`config.mk`:
```
export PLATFORM = sky130hd
export DESIGN_NAME = interval_workout_timer
export DESIGN_NICKNAME = d
export VERILOG_FILES = /design/src/design/iwt_pkg.sv /design/src/design/interval_workout_timer.sv /design/src/design/iwt_div.sv
export SDC_FILE = /design/constraint.sdc
export NUM_CORES = 2
export LEC_CHECK = 0
export BUFFER_PORTS_ARGS = -buffer_cell sky130_fd_sc_hd__buf_2
export CAP_MARGIN = 0
export CORE_MARGIN = 1.5
export CORE_UTILIZATION = 45
export CTS_BUF_LIST = sky130_fd_sc_hd__clkbuf_8
export DETAILED_ROUTE_END_ITERATION = 10
export MAX_ROUTING_LAYER = met4
export PLACE_DENSITY = 0.67
export RECOVER_POWER = 25
export SYNTH_ARGS = -nofsm -noshare
export SYNTH_HDL_FRONTEND = slang
export SYNTH_SLANG_ARGS = --single-unit
export TNS_END_PERCENT = 100
```
`constraint.sdc`:
```
create_clock -name clk -period 18.8 [get_ports clk]
set_clock_uncertainty 0.05 [all_clocks]
set_input_delay 0.94 -clock clk [delete_from_list [all_inputs] [get_ports clk]]
set_output_delay 0.94 -clock clk [all_outputs]
set_load 0.1 [all_outputs]
```
`src/design/iwt_pkg.sv`:
```
package iwt_pkg;

  // Field widths.
  localparam int NOW_W   = 48;
  localparam int CMD_W   = 2;
  localparam int MODE_W  = 2;
  localparam int CNT8_W  = 8;
  localparam int SECS_W  = 20;
  localparam int MIN_W   = 6;
  localparam int CFG_W   = 20;
  localparam int IDX_W   = 2;
  localparam int OUT_W   = 72;

  // Serial divider geometry.
  localparam int DIV_W   = 48;
  localparam int DIV_CW  = $clog2(DIV_W);

  localparam logic [CNT8_W-1:0] MAX_COUNTDOWN = 8'd10;

  localparam logic [DIV_W-1:0] MS_PER_S  = 48'd1000;
  localparam logic [DIV_W-1:0] S_PER_H   = 48'd3600;
  localparam logic [DIV_W-1:0] S_PER_M   = 48'd60;

  typedef enum logic [CMD_W-1:0] {
    CMD_TICK  = 2'd0,
    CMD_START = 2'd1,
    CMD_PAUSE = 2'd2,
    CMD_CLEAR = 2'd3
  } cmd_t;

  typedef enum logic [1:0] {
    RS_STANDBY = 2'd0,
    RS_RUN     = 2'd1,
    RS_PAUSE   = 2'd2,
    RS_DONE    = 2'd3
  } run_state_t;

  typedef enum logic [MODE_W-1:0] {
    MODE_UNSET = 2'd0,
    MODE_UP    = 2'd1,
    MODE_DOWN  = 2'd2,
    MODE_EMOM  = 2'd3
  } mode_t;

  typedef enum logic [IDX_W-1:0] {
    REG_MODE      = 2'd0,
    REG_INTERVALS = 2'd1,
    REG_SECONDS   = 2'd2,
    REG_COUNTDOWN = 2'd3
  } reg_idx_t;

endpackage

```
`src/design/interval_workout_timer.sv`:
```
// Interval workout timer.
// Requests arrive on the s_ stream: s_tuser carries the command (tick, start,
// pause, clear) and s_tdata the 48-bit millisecond time stamp. Start, pause and
// clear are taken while idle and produce nothing. A tick produces one
// display frame on the m_ stream, with all eleven frame fields packed in m_tdata.
// The frame math runs through one shared restoring divider that retires one
// quotient bit per cycle. Each divide loads the divider, retires 48 quotient
// bits and raises done. A tick in standby or complete needs four divides; a tick
// while running or paused needs up to eight. The block works on one request at a
// time: s_tready is high only between requests.
// The result sits in an output register; start, pause and clear requests are
// still accepted while a frame waits there, and a following tick finishes its
// arithmetic and then holds until the receiver takes the waiting frame.
// The cfg_ port writes one of the four settings registers per write; writes are
// expected only while the timer is idle. Reset (rst, synchronous) returns the
// timer to standby with zero times and zero settings, and drops m_tvalid.
module interval_workout_timer (
  input  logic                             clk,
  input  logic                             rst,
  input  logic                             s_tvalid,
  output logic                             s_tready,
  input  logic [iwt_pkg::NOW_W-1:0]        s_tdata,  // [47:0] now_ms
  input  logic [iwt_pkg::CMD_W-1:0]        s_tuser,  // [1:0] command
  output logic                             m_tvalid,
  input  logic                             m_tready,
  // m_tdata from bit 0: run_state_out 2, mode_out 2, intervals_out 8,
  // countdown_out 8, set_hours 8, set_minutes 6, set_secs 6,
  // current_interval 8, show_hours 8, show_minutes 6, show_secs 6, zero pad 4.
  output logic [iwt_pkg::OUT_W-1:0]        m_tdata,
  input  logic                             cfg_we,
  input  logic [iwt_pkg::IDX_W-1:0]        cfg_index,
  input  logic [iwt_pkg::CFG_W-1:0]        cfg_data
);

  typedef enum logic [17:0] {
    ST_IDLE     = 18'h00001,
    ST_SET_H    = 18'h00002,
    ST_SET_M    = 18'h00004,
    ST_MUL      = 18'h00008,
    ST_END_ADD  = 18'h00010,
    ST_END_CMP  = 18'h00020,
    ST_CMPL     = 18'h00040,
    ST_USED     = 18'h00080,
    ST_IV_GO    = 18'h00100,
    ST_IV_MS    = 18'h00200,
    ST_IV_DIV   = 18'h00400,
    ST_DISP     = 18'h00800,
    ST_DISP_REM = 18'h01000,
    ST_DS_GO    = 18'h02000,
    ST_DS       = 18'h04000,
    ST_SHOW_H   = 18'h08000,
    ST_SHOW_M   = 18'h10000,
    ST_OUT      = 18'h20000
  } fsm_t;

  fsm_t state;

  // Settings.
  iwt_pkg::mode_t                  timer_mode;
  logic [iwt_pkg::CNT8_W-1:0]      interval_count;
  logic [iwt_pkg::SECS_W-1:0]      interval_seconds;
  logic [iwt_pkg::CNT8_W-1:0]      countdown_seconds;

  // Timer state.
  iwt_pkg::run_state_t             run_state;
  logic [iwt_pkg::NOW_W-1:0]       start_time;
  logic [iwt_pkg::NOW_W-1:0]       pause_time;

  // Per-frame working registers.
  logic [iwt_pkg::NOW_W-1:0]       cap_now;
  iwt_pkg::run_state_t             frame_state;
  logic [iwt_pkg::NOW_W-1:0]       t_sel;
  logic [iwt_pkg::NOW_W-1:0]       used;
  logic                            after_start;
  logic [27:0]                     prod;
  logic [37:0]                     prod_ms;
  logic [iwt_pkg::NOW_W:0]         end_time;
  logic [iwt_pkg::NOW_W-1:0]       disp_ms;
  logic [iwt_pkg::DIV_W-1:0]       hour_q;
  logic [iwt_pkg::CNT8_W-1:0]      set_h;
  logic [iwt_pkg::MIN_W-1:0]       set_m;
  logic [iwt_pkg::MIN_W-1:0]       set_s;
  logic [iwt_pkg::CNT8_W-1:0]      cur_iv;
  logic [iwt_pkg::CNT8_W-1:0]      show_h;
  logic [iwt_pkg::MIN_W-1:0]       show_m;
  logic [iwt_pkg::MIN_W-1:0]       show_s;

  // Divider launch and result.
  logic                            div_start;
  logic [iwt_pkg::DIV_W-1:0]       div_num;
  logic [iwt_pkg::DIV_W-1:0]       div_den;
  logic                            div_done;
  logic [iwt_pkg::DIV_W-1:0]       div_quo;
  logic [iwt_pkg::DIV_W-1:0]       div_rem;

  logic [iwt_pkg::CNT8_W-1:0]      eff_iv;
  logic [29:0]                     len_ms;
  logic [iwt_pkg::NOW_W-1:0]       paused_el;
  logic                            accept;
  iwt_pkg::cmd_t                   cmd;
  logic [iwt_pkg::SECS_W-1:0]      done_secs;

  iwt_div u_div (
    .clk   (clk),
    .rst   (rst),
    .start (div_start),
    .num   (div_num),
    .den   (div_den),
    .done  (div_done),
    .quo   (div_quo),
    .rem   (div_rem)
  );

  assign s_tready  = (state == ST_IDLE);
  assign accept    = s_tvalid && s_tready;
  assign cmd       = iwt_pkg::cmd_t'(s_tuser);
  assign eff_iv    = (timer_mode == iwt_pkg::MODE_UP || timer_mode == iwt_pkg::MODE_DOWN)
                     ? 8'd1 : interval_count;
  assign len_ms    = 30'(interval_seconds) * 30'd1000;
  assign paused_el = (pause_time > start_time) ? pause_time - start_time : '0;
  assign done_secs = (timer_mode == iwt_pkg::MODE_UP) ? interval_seconds : '0;

  // Settings port.
  always_ff @(posedge clk) begin
    if (rst) begin
      timer_mode        <= iwt_pkg::MODE_UNSET;
      interval_count    <= '0;
      interval_seconds  <= '0;
      countdown_seconds <= '0;
    end else if (cfg_we) begin
      unique case (iwt_pkg::reg_idx_t'(cfg_index))
        iwt_pkg::REG_MODE:      timer_mode <= iwt_pkg::mode_t'(cfg_data[1:0]);
        iwt_pkg::REG_INTERVALS: interval_count <= cfg_data[7:0];
        iwt_pkg::REG_SECONDS:   interval_seconds <= cfg_data;
        iwt_pkg::REG_COUNTDOWN: begin
          // Lead-in values above the limit are dropped.
          if (cfg_data[7:0] <= iwt_pkg::MAX_COUNTDOWN) begin
            countdown_seconds <= cfg_data[7:0];
          end
        end
        default: ;
      endcase
    end
  end

  // Control sequencer: commands, then the frame arithmetic step by step.
  always_ff @(posedge clk) begin
    if (rst) begin
      state      <= ST_IDLE;
      run_state  <= iwt_pkg::RS_STANDBY;
      start_time <= '0;
      pause_time <= '0;
      m_tvalid   <= 1'b0;
      div_start  <= 1'b0;
    end else begin
      div_start <= 1'b0;
      if (m_tvalid && m_tready) begin
        m_tvalid <= 1'b0;
      end
      unique case (state)
        ST_IDLE: begin
          if (accept) begin
            unique case (cmd)
              iwt_pkg::CMD_START: begin
                if (run_state == iwt_pkg::RS_PAUSE) begin
                  // Resume: shift the start so the paused elapsed time carries on.
                  start_time <= (s_tdata > paused_el) ? s_tdata - paused_el : '0;
                  pause_time <= '0;
                  run_state  <= iwt_pkg::RS_RUN;
                end else if (run_state != iwt_pkg::RS_RUN) begin
                  start_time <= s_tdata;
                  pause_time <= '0;
                  run_state  <= iwt_pkg::RS_RUN;
                end
              end
              iwt_pkg::CMD_PAUSE: begin
                if (run_state == iwt_pkg::RS_RUN) begin
                  pause_time <= s_tdata;
                  run_state  <= iwt_pkg::RS_PAUSE;
                end
              end
              iwt_pkg::CMD_CLEAR: begin
                run_state  <= iwt_pkg::RS_STANDBY;
                start_time <= '0;
                pause_time <= '0;
              end
              iwt_pkg::CMD_TICK: begin
                cap_now     <= s_tdata;
                frame_state <= run_state;
                div_start   <= 1'b1;
                div_num     <= iwt_pkg::DIV_W'(interval_seconds);
                div_den     <= iwt_pkg::S_PER_H;
                state       <= ST_SET_H;
              end
              default: ;
            endcase
          end
        end
        ST_SET_H: begin
          if (div_done) begin
            hour_q    <= div_quo;
            div_start <= 1'b1;
            div_num   <= div_rem;
            div_den   <= iwt_pkg::S_PER_M;
            state     <= ST_SET_M;
          end
        end
        ST_SET_M: begin
          if (div_done) begin
            if (hour_q > iwt_pkg::DIV_W'(255)) begin
              set_h <= 8'd255;
              set_m <= 6'd59;
              set_s <= 6'd59;
            end else begin
              set_h <= hour_q[7:0];
              set_m <= div_quo[5:0];
              set_s <= div_rem[5:0];
            end
            unique case (run_state)
              iwt_pkg::RS_STANDBY: begin
                cur_iv    <= 8'd1;
                div_start <= 1'b1;
                div_num   <= iwt_pkg::DIV_W'(interval_seconds);
                div_den   <= iwt_pkg::S_PER_H;
                state     <= ST_SHOW_H;
              end
              iwt_pkg::RS_PAUSE: begin
                t_sel <= pause_time;
                state <= ST_USED;
              end
              iwt_pkg::RS_RUN: begin
                prod  <= 28'(eff_iv) * 28'(interval_seconds);
                state <= ST_MUL;
              end
              default: state <= ST_CMPL;
            endcase
          end
        end
        ST_MUL: begin
          prod_ms <= 38'(prod) * 38'd1000;
          state   <= ST_END_ADD;
        end
        ST_END_ADD: begin
          end_time <= {1'b0, start_time} + 49'(prod_ms);
          state    <= ST_END_CMP;
        end
        ST_END_CMP: begin
          // The frame that notices completion still reports the running state.
          if ({1'b0, cap_now} > end_time) begin
            run_state <= iwt_pkg::RS_DONE;
            state     <= ST_CMPL;
          end else begin
            t_sel <= cap_now;
            state <= ST_USED;
          end
        end
        ST_CMPL: begin
          cur_iv    <= eff_iv;
          div_start <= 1'b1;
          div_num   <= iwt_pkg::DIV_W'(done_secs);
          div_den   <= iwt_pkg::S_PER_H;
          state     <= ST_SHOW_H;
        end
        ST_USED: begin
          after_start <= (t_sel > start_time);
          used        <= (t_sel > start_time) ? t_sel - start_time : '0;
          state       <= ST_IV_GO;
        end
        ST_IV_GO: begin
          if (interval_seconds == '0) begin
            cur_iv <= 8'd1;
            state  <= ST_DISP;
          end else begin
            div_start <= 1'b1;
            div_num   <= used;
            div_den   <= iwt_pkg::MS_PER_S;
            state     <= ST_IV_MS;
          end
        end
        ST_IV_MS: begin
          if (div_done) begin
            div_start <= 1'b1;
            div_num   <= div_quo;
            div_den   <= iwt_pkg::DIV_W'(interval_seconds);
            state     <= ST_IV_DIV;
          end
        end
        ST_IV_DIV: begin
          if (div_done) begin
            cur_iv <= (div_quo >= iwt_pkg::DIV_W'(255)) ? 8'd255 : div_quo[7:0] + 8'd1;
            state  <= ST_DISP;
          end
        end
        ST_DISP: begin
          state <= ST_DS_GO;
          if (!after_start) begin
            disp_ms <= '0;
          end else begin
            unique case (timer_mode)
              iwt_pkg::MODE_UP:   disp_ms <= used;
              iwt_pkg::MODE_DOWN: disp_ms <= (iwt_pkg::NOW_W'(len_ms) > used)
                                             ? iwt_pkg::NOW_W'(len_ms) - used : '0;
              iwt_pkg::MODE_EMOM: begin
                if (len_ms == '0) begin
                  disp_ms <= '0;
                end else begin
                  div_start <= 1'b1;
                  div_num   <= used;
                  div_den   <= iwt_pkg::DIV_W'(len_ms);
                  state     <= ST_DISP_REM;
                end
              end
              default: disp_ms <= '0;
            endcase
          end
        end
        ST_DISP_REM: begin
          if (div_done) begin
            disp_ms <= iwt_pkg::NOW_W'(len_ms) - div_rem;
            state   <= ST_DS_GO;
          end
        end
        ST_DS_GO: begin
          div_start <= 1'b1;
          div_num   <= disp_ms;
          div_den   <= iwt_pkg::MS_PER_S;
          state     <= ST_DS;
        end
        ST_DS: begin
          if (div_done) begin
            div_start <= 1'b1;
            div_num   <= div_quo;
            div_den   <= iwt_pkg::S_PER_H;
            state     <= ST_SHOW_H;
          end
        end
        ST_SHOW_H: begin
          if (div_done) begin
            hour_q    <= div_quo;
            div_start <= 1'b1;
            div_num   <= div_rem;
            div_den   <= iwt_pkg::S_PER_M;
            state     <= ST_SHOW_M;
          end
        end
        ST_SHOW_M: begin
          if (div_done) begin
            if (hour_q > iwt_pkg::DIV_W'(255)) begin
              show_h <= 8'd255;
              show_m <= 6'd59;
              show_s <= 6'd59;
            end else begin
              show_h <= hour_q[7:0];
              show_m <= div_quo[5:0];
              show_s <= div_rem[5:0];
            end
            state <= ST_OUT;
          end
        end
        ST_OUT: begin
          // Wait for the output register to be free.
          if (!m_tvalid || m_tready) begin
            m_tvalid <= 1'b1;
            state    <= ST_IDLE;
          end
        end
        default: state <= ST_IDLE;
      endcase
    end
  end

  always_ff @(posedge clk) begin
    if (state == ST_OUT && (!m_tvalid || m_tready)) begin
      m_tdata <= {4'b0000, show_s, show_m, show_h, cur_iv, set_s, set_m, set_h,
                  countdown_seconds, eff_iv, timer_mode, frame_state};
    end
  end

  // The divider only reports back while the sequencer is waiting on it.
  assert property (@(posedge clk) disable iff (rst)
    div_done |-> (state != ST_IDLE && state != ST_OUT))
    else $error("divider finished outside a wait state");

  // An accepted tick always starts the settings split.
  assert property (@(posedge clk) disable iff (rst)
    (accept && cmd == iwt_pkg::CMD_TICK) |=> (state == ST_SET_H))
    else $error("tick did not start the frame sequence");

  // Completion is only ever entered from a running timer.
  assert property (@(posedge clk) disable iff (rst)
    (run_state == iwt_pkg::RS_DONE && $past(run_state) != iwt_pkg::RS_DONE)
    |-> ($past(run_state) == iwt_pkg::RS_RUN))
    else $error("complete entered from a state other than run");

endmodule

```
`src/design/iwt_div.sv`:
```
// Restoring divider that retires one quotient bit per cycle.
module iwt_div (
  input  logic                          clk,
  input  logic                          rst,
  input  logic                          start,
  input  logic [iwt_pkg::DIV_W-1:0]     num,
  input  logic [iwt_pkg::DIV_W-1:0]     den,
  output logic                          done,
  output logic [iwt_pkg::DIV_W-1:0]     quo,
  output logic [iwt_pkg::DIV_W-1:0]     rem
);

  logic [iwt_pkg::DIV_W-1:0]  acc;
  logic [iwt_pkg::DIV_W-1:0]  q;
  logic [iwt_pkg::DIV_CW-1:0] cnt;
  logic                       busy;
  logic [iwt_pkg::DIV_W:0]    shifted;
  logic [iwt_pkg::DIV_W+1:0]  diff;

  assign shifted = {acc, q[iwt_pkg::DIV_W-1]};
  assign diff    = {1'b0, shifted} - {2'b00, den};
  assign quo     = q;
  assign rem     = acc;

  always_ff @(posedge clk) begin
    if (rst) begin
      busy <= 1'b0;
      done <= 1'b0;
      cnt  <= '0;
    end else begin
      done <= 1'b0;
      if (start) begin
        busy <= 1'b1;
        cnt  <= '0;
      end else if (busy) begin
        cnt <= cnt + 1'b1;
        if (cnt == iwt_pkg::DIV_CW'(iwt_pkg::DIV_W - 1)) begin
          busy <= 1'b0;
          done <= 1'b1;
        end
      end
    end
  end

  always_ff @(posedge clk) begin
    if (start) begin
      acc <= '0;
      q   <= num;
    end else if (busy) begin
      if (!diff[iwt_pkg::DIV_W+1]) begin
        acc <= diff[iwt_pkg::DIV_W-1:0];
        q   <= {q[iwt_pkg::DIV_W-2:0], 1'b1};
      end else begin
        acc <= shifted[iwt_pkg::DIV_W-1:0];
        q   <= {q[iwt_pkg::DIV_W-2:0], 1'b0};
      end
    end
  end

endmodule

```
-- Word-level counts from Yosys, hierarchy flattened
Index checks and enable logic that the tools add are counted.
- register bits: 827
- latch bits: 0
- RAM bits: 0
- ROM bits: 0
- input bits: 77
- output and inout port bits: 74
- logic and storage cells: 262
- memories kept: 0
- add/sub/neg operators: 9
- multiply operators: 3
- divide/modulo/power cells: 0
- order comparisons: 8
- equal/unequal tests: 59
- shift-type cells: 0
- multiplexer cells: 99
- bitwise logic cells: 2
- reduce and logical (&&, ||, !) cells: 47
- operator list (operator ; count):
    48-bit two-way mux ; 38
    48-bit case mux with 9 select lines ; 1
    48-bit case mux with 8 select lines ; 1
    18-bit case mux with 18 select lines ; 1
    48-bit case mux with 2 select lines ; 3
    48-bit case mux with 3 select lines ; 2
    18-bit two-way mux ; 11
    48-bit greater-than comparator ; 3
    48-bit subtractor ; 3
    30-bit by 48-bit subtractor with 48-bit output ; 2
    8-bit two-way mux ; 8
    49-bit by 48-bit subtractor with 50-bit output ; 1
    48-bit by 38-bit adder with 49-bit output ; 1
    48-bit by 49-bit greater-than comparator with 1-bit output ; 1
    48-bit by 8-bit >= comparator with 1-bit output (second input constant) ; 1
    30-bit by 48-bit greater-than comparator with 1-bit output ; 1
    48-bit by 8-bit greater-than comparator with 1-bit output (second input constant) ; 1
    16-bit case mux with 3 select lines ; 1
    14-bit two-way mux ; 3
    28-bit by 7-bit multiplier with 35-bit output (second input constant) ; 1
    8-bit case mux with 4 select lines ; 1
    30-bit zero test ; 1
    8-bit by 20-bit multiplier with 28-bit output ; 1
    20-bit by 7-bit multiplier with 27-bit output (second input constant) ; 1
    other kinds (59) ; 139

-- Depth between registers and ports, before layout
- word-level depth: 6
- gate-level depth with buffers: 28
- depth with buffers taken out: 26

-- Hierarchy
From an unflattened synthesis, not the netlist that was laid out.
- cells, all modules: 6216
- area total of the unflattened synthesis: 60540.6 µm²
- modules (own cells, without submodules) (module ; times used ; cells an instance ; area each (µm²) ; sequential area each (µm²)):
    interval_workout_timer ; 1 ; 5362 ; 53075.9 ; 19608.8
    iwt_div ; 1 ; 854 ; 7464.7 ; 2562.5

-- Worst setup path before layout
Ideal clock, no wire load.
- kind: register to register
- from: register interval_seconds[5] (netlist name)
- to: register disp_ms[0] (netlist name), enable pin
- setup time: 526 ps
- arrival: 8568 ps
- data required time: 18224 ps
- path slack: 9656 ps
- stages on the path, launching flop included: 19
- buffers on the path: 1
- period minus slack after synthesis: 9144 ps
- cells stage by stage: dfxtp_1 > clkbuf_1 > inv_1 > ha_1 > inv_1 > fa_1 > fa_1 > inv_1 > fa_1 > ha_1 > o21a_1 > o31a_1 > o31a_1 > nor4bb_1 > or3_4 > or4_1 > nor4_1 > a31oi_1 > a211oi_1
- word-level cells in the longest chain between the ends: 4
- ends and longest elaborated chain (what ; line ; text):
    start, declared ; interval_workout_timer.sv:61 ; logic [iwt_pkg::SECS_W-1:0] interval_seconds;
    start signal, assigned ; interval_workout_timer.sv:134 ; iwt_pkg::REG_SECONDS: interval_seconds <= cfg_data;
    20-bit by 7-bit multiplier with 27-bit output ; interval_workout_timer.sv:119 ; assign len_ms = 30'(interval_seconds) * 30'd1000;
    30-bit zero test ; interval_workout_timer.sv:304 ; if (len_ms == '0) begin
    4-bit inequality test (no source line) ; - ;
    4-bit AND reduction (no source line) ; - ;
    end signal, assigned ; interval_workout_timer.sv:300 ; iwt_pkg::MODE_UP: disp_ms <= used;
    end signal, assigned ; interval_workout_timer.sv:301 ; iwt_pkg::MODE_DOWN: disp_ms <= (iwt_pkg::NOW_W'(len_ms) > used)
    end signal, assigned ; interval_workout_timer.sv:319 ; disp_ms <= iwt_pkg::NOW_W'(len_ms) - div_rem;
    end, declared ; interval_workout_timer.sv:78 ; logic [iwt_pkg::NOW_W-1:0] disp_ms;
No other way between the ends.
A chain may end at the register's enable or synchronous reset.

-- Final worst setup path
- from: register interval_seconds[0] (netlist name)
- to: register disp_ms[2] (netlist name) (data pin)
- word-level cells in the longest chain between the ends: 6
- ends and longest elaborated chain (what ; line ; text):
    20-bit by 7-bit multiplier with 27-bit output ; interval_workout_timer.sv:119 ;
    30-bit by 48-bit greater-than comparator with 1-bit output ; interval_workout_timer.sv:301 ;
    48-bit two-way mux ; interval_workout_timer.sv:302 ; ? iwt_pkg::NOW_W'(len_ms) - used : '0;
    48-bit case mux with 3 select lines ; interval_workout_timer.sv:299 ; unique case (timer_mode)
    48-bit two-way mux ; interval_workout_timer.sv:296 ; if (!after_start) begin
    48-bit case mux with 2 select lines ; interval_workout_timer.sv:160 ; unique case (state)
No other way between the ends.

==> results by stage <==
Detailed routing:
- The post-detailed-route DRC marker count is 0.
- The number of design-rule violations left by the first detailed-router iteration is between 4k and 5k.
- The sum of routed wire length over all layers is 185 mm.
- The final route contains 47.7k vias.
- Once detail routing completed, the nets flagged for antenna violations numbered 0.
- In the final routed layout, each cell accounts on average for 22.9 microns.
- The number of vias per cell after detailed routing is between 5 and 6.
- Before antenna repair, the detailed router went through 9 iterations.

CTS:
- In this run the number of H-tree levels came out at 4.
- After clock tree synthesis, the clock-pin slew on the worst setup and hold paths is 60 ps.
- TritonCTS built the clock tree.
- The cell at the root of the clock tree is clkbuf_8.
- Post-CTS timing repair inserted 0 buffers for setup.
- Counting along the longest clock path gives a buffer depth of 3.
- The total of cells resized after clock tree synthesis is 0.
- The clock latency of the later-clocked register in the worst-skew pair is 900 ps.
- In this run, post-CTS hold repair placed 0 buffers.
- The total clock buffers created by CTS is 144.
- The tree built by TritonCTS fans out to 809 sinks.

Worst setup path:
- For this run, the slowest stage of the critical path takes 660 ps.
- The beginning of the worst register-to-register path is interval_seconds[0]$_SDFFE_PP0P_.
- For this design, the slowest cell found on the critical path is dfxtp_1.
- The endpoint of the worst-slack reg-to-reg timing path is disp_ms[2]$_DFFE_PP_.
- The critical path startpoint category is a flop.
- The arrival time of the worst setup path is 9280 ps.
- The critical path start-end classification is flop to flop.
- The maximum fanout count along the critical path is 15.
- At the worst endpoint, the required time is 19460 ps.
- STA classifies the critical path endpoint as a flop.
- The minimum setup slack among reg-to-reg paths is 10180 ps.
- The path depth of the worst reg2reg path is 26.
- The cell family with the largest share of critical-path delay is adder cells.
- Together, buffers and inverters on the worst path number 4.
- The most common cell type on the critical path is ha_1.

Timing:
- The final period demand of the worst path is 8620 ps.
- After routing, the total negative slack on setup checks comes to 0 ps.
- The period utilization is 0.458.
- The number of pins with negative max-slew slack in the final report was between 200 and 300.
- Headroom to the max-slew limit came out at -1.50.
- The number of failing hold endpoints at the final stage is 0.
- The slew of the pin with the lowest slew margin is 3750 ps.
- Setup repair after global routing left no endpoint under its margin.
- The maximum clock frequency is 116 MHz.
- The final count of negative-setup-slack endpoints is 0.

Die:
- The die covers 135000 sq um.
- For this configuration, the core starts out at a cell density of 0.453.
- The number of cell rows is 133.
- The placeable core region is ~130000 sq um.
- The number of top-level design ports is 151.
- The die is 367 microns tall.
- Measured along the x axis, the die boundary spans 367 microns.

Yosys:
- The mean cell area of the mapped netlist is 9.82 sq um.
- The area fraction of the dominant cell type after synthesis is 0.301.
- The number of different library cells used by synthesis comes to 96.
- The post-synthesis sequential area ratio is 0.372.
- The mapped netlist covers 59600 sq um.
- By area the synthesized netlist is led by edfxtp_1, ha_1, fa_1.
- The share of async-settable or async-resettable flops after synthesis is 0.
- nand2_1 is the most common cell in the netlist.
- The leading area contributor after synthesis is edfxtp_1.
- Synthesis produced just over 6k cells.
- The flip-flop cell with the highest count after synthesis is edfxtp_1.
- The commonest cells after synthesis are nand2_1, edfxtp_1, inv_1, ha_1, a21oi_1.
- The synthesized design contains 809 register bits.
- The synthesized design contains 597 enable-type register cells.
- The Yosys step of the flow raised 0 warnings.

Placement:
- Detailed placement ended at an HPWL of 142 mm.
- Routability-driven placement finished with a final weighted congestion of approximately 1.
- During placement, the flow inserted port buffers numbering around 150.

Cells and area:
- The multi-input combinational cells in the finished layout cover a total of 34500 sq um.
- The layout has 12.3k filler cells.
- The layout overhead on the synthesized area is 8.94%.
- The fraction of layout cells with a size suffix above 1 is 0.0816.
- The layout net count is between 7k and 8k.
- The sequential cells in the finished layout cover a total of 22200 sq um.

Power:
- Dividing total power by cell area gives a power density of 87.5 nW/um^2.
- The leakage power is 27.5 nW.
- Across the VDD grid, the largest voltage drop is roughly 0.073 mV.
- Total power for the finished layout comes to 0.00568 W.

Global routing:
- The global-route wire length before repair is 282 mm.
- Entering global routing, the biggest net connects between 60 and 70 pins.
- For this run, the total global-route usage over all layers was measured as 0.279.
- The number of global-route vias before repair is 46.1k.
- The initial antenna violation count came to 6.
- The remaining global-route overflow is 0.

Hold path:
- The worst hold path terminates at interval_seconds[17]$_SDFFE_PP0P_.
- The class of the tightest hold or removal check is input pin to flop.
- The cell count of the worst hold path is 3.
- In this run the most critical hold path is launched from cfg_data[17].

Run:
- The number of violations of the max-capacitance limit is 7.

Outcome:
- The checks that failed: capacitance limit, slew limit.
- The flow ran to the end, but the final reports show violations.
-- cell type report --
| type | instances | area share |
|---|---|---|
| Clock buffer | 154 | 0.0326 |
| Inverter | 554 | 0.0320 |
| Tap cell | 1755 | 0.0338 |
| Clock inverter | 113 | 0.0119 |
| Timing Repair Buffer | 200 | 0.0160 |
| Sequential cell | 809 | 0.341 |
| Multi-Input combinational cell | 4469 | 0.532 |
| Antenna cell | 4 | 0.000154 |
-- placed cells by master, fill, tap and decap left out, types with 85 or more instances in the layout --
cell type	synthesis	final
a21o_1	211	211
a21oi_1	429	429
buf_2	23	96
clkbuf_8	0	154
dfxtp_1	212	211
edfxtp_1	597	597
fa_1	285	285
ha_1	513	513
inv_1	550	607
mux2_2	98	98
nand2_1	613	613
nand3_1	170	170
nor2_1	421	416
nor3_1	90	85
o21ai_0	229	228
xnor2_1	217	217
xor2_1	123	123
-- worst max-delay path by stage --
stage | to | cells after the start | startpoint | slack (ps)
after floorplan | disp_ms[0]$_DFFE_PP_ | 18 | interval_seconds[5]$_SDFFE_PP0P_ | 9660
after global placement | disp_ms[2]$_DFFE_PP_ | 26 | interval_seconds[0]$_SDFFE_PP0P_ | 10480
after CTS | disp_ms[2]$_DFFE_PP_ | 26 | interval_seconds[0]$_SDFFE_PP0P_ | 10290
final | disp_ms[2]$_DFFE_PP_ | 26 | interval_seconds[0]$_SDFFE_PP0P_ | 10180
after global routing | disp_ms[2]$_DFFE_PP_ | 26 | interval_seconds[0]$_SDFFE_PP0P_ | 9740
after detailed placement | disp_ms[2]$_DFFE_PP_ | 26 | interval_seconds[0]$_SDFFE_PP0P_ | 10360
-- flip-flops by register name, summed over array words and instances, names as in the netlist, 8 cells and up --
| name | flops |
|---|---|
| used | 48 |
| end_time | 49 |
| u_div.quo | 48 |
| pause_time | 48 |
| interval_seconds | 20 |
| disp_ms | 48 |
| m_tdata | 68 |
| start_time | 48 |
| div_den | 30 |
| t_sel | 48 |
| cur_iv | 8 |
| hour_q | 48 |
| div_num | 48 |
| countdown_seconds | 8 |
| show_h | 8 |
| cap_now | 48 |
| set_h | 8 |
| prod_ms | 35 |
| interval_count | 8 |
| state | 18 |
| prod | 28 |
| u_div.rem | 48 |
-- tightest hold or removal path, stage by stage --
cell	delay [ps]
buf_2	100
nand2_1	50
a21oi_1	50
-- per-stage QoR --
step | std cells | setup slack (ps) | hold WS, ps | utilization | cell area [sq um]
finish | 8058 | 10180 | 250 | 0.494 | 64900
global route | 8057 | 9740 | 194 | 0.494 | 64900
CTS | 8054 | 10290 | 143 | 0.495 | 65100
detailed placement | 7787 | 10360 | 355 | 0.473 | 62200
global placement | 7787 | 10480 | 353 | 0.473 | 62200
floorplan | 6072 | 9660 | 350 | - | 59600
-- cell families after synthesis --
group                      after synthesis  synth area share
and+or+nand+nor                       1743             0.137
adders and majority gates              798             0.203
buffers and inverters                  794            0.0509
AOI/OAI and AO/OA                     1467             0.165
xor gates and xnor gates               340            0.0500
muxes                                  117            0.0217
DFF                                    809             0.372
other                                    1         0.0000629
-- where the power goes --
| part | internal [W] | total [W] | switching (W) |
|---|---|---|---|
| registers | 0.00201 | 0.00216 | 0.000146 |
| clock network | 0.000869 | 0.00168 | 0.000807 |
| logic | 0.000724 | 0.00185 | 0.00112 |
| total | 0.00360 | 0.00568 | 0.00208 |
-- layer usage --
layer  vias up  GRT usage  routed length [microns]
met5         -          -                        0
met4         0      0.105                     7040
met3       342     0.0382                    14100
met2      2055      0.420                    83100
met1     23200      0.384                    80400
li1      22000          -                        -
No activity file was read; power rests on OpenSTA's default activity.
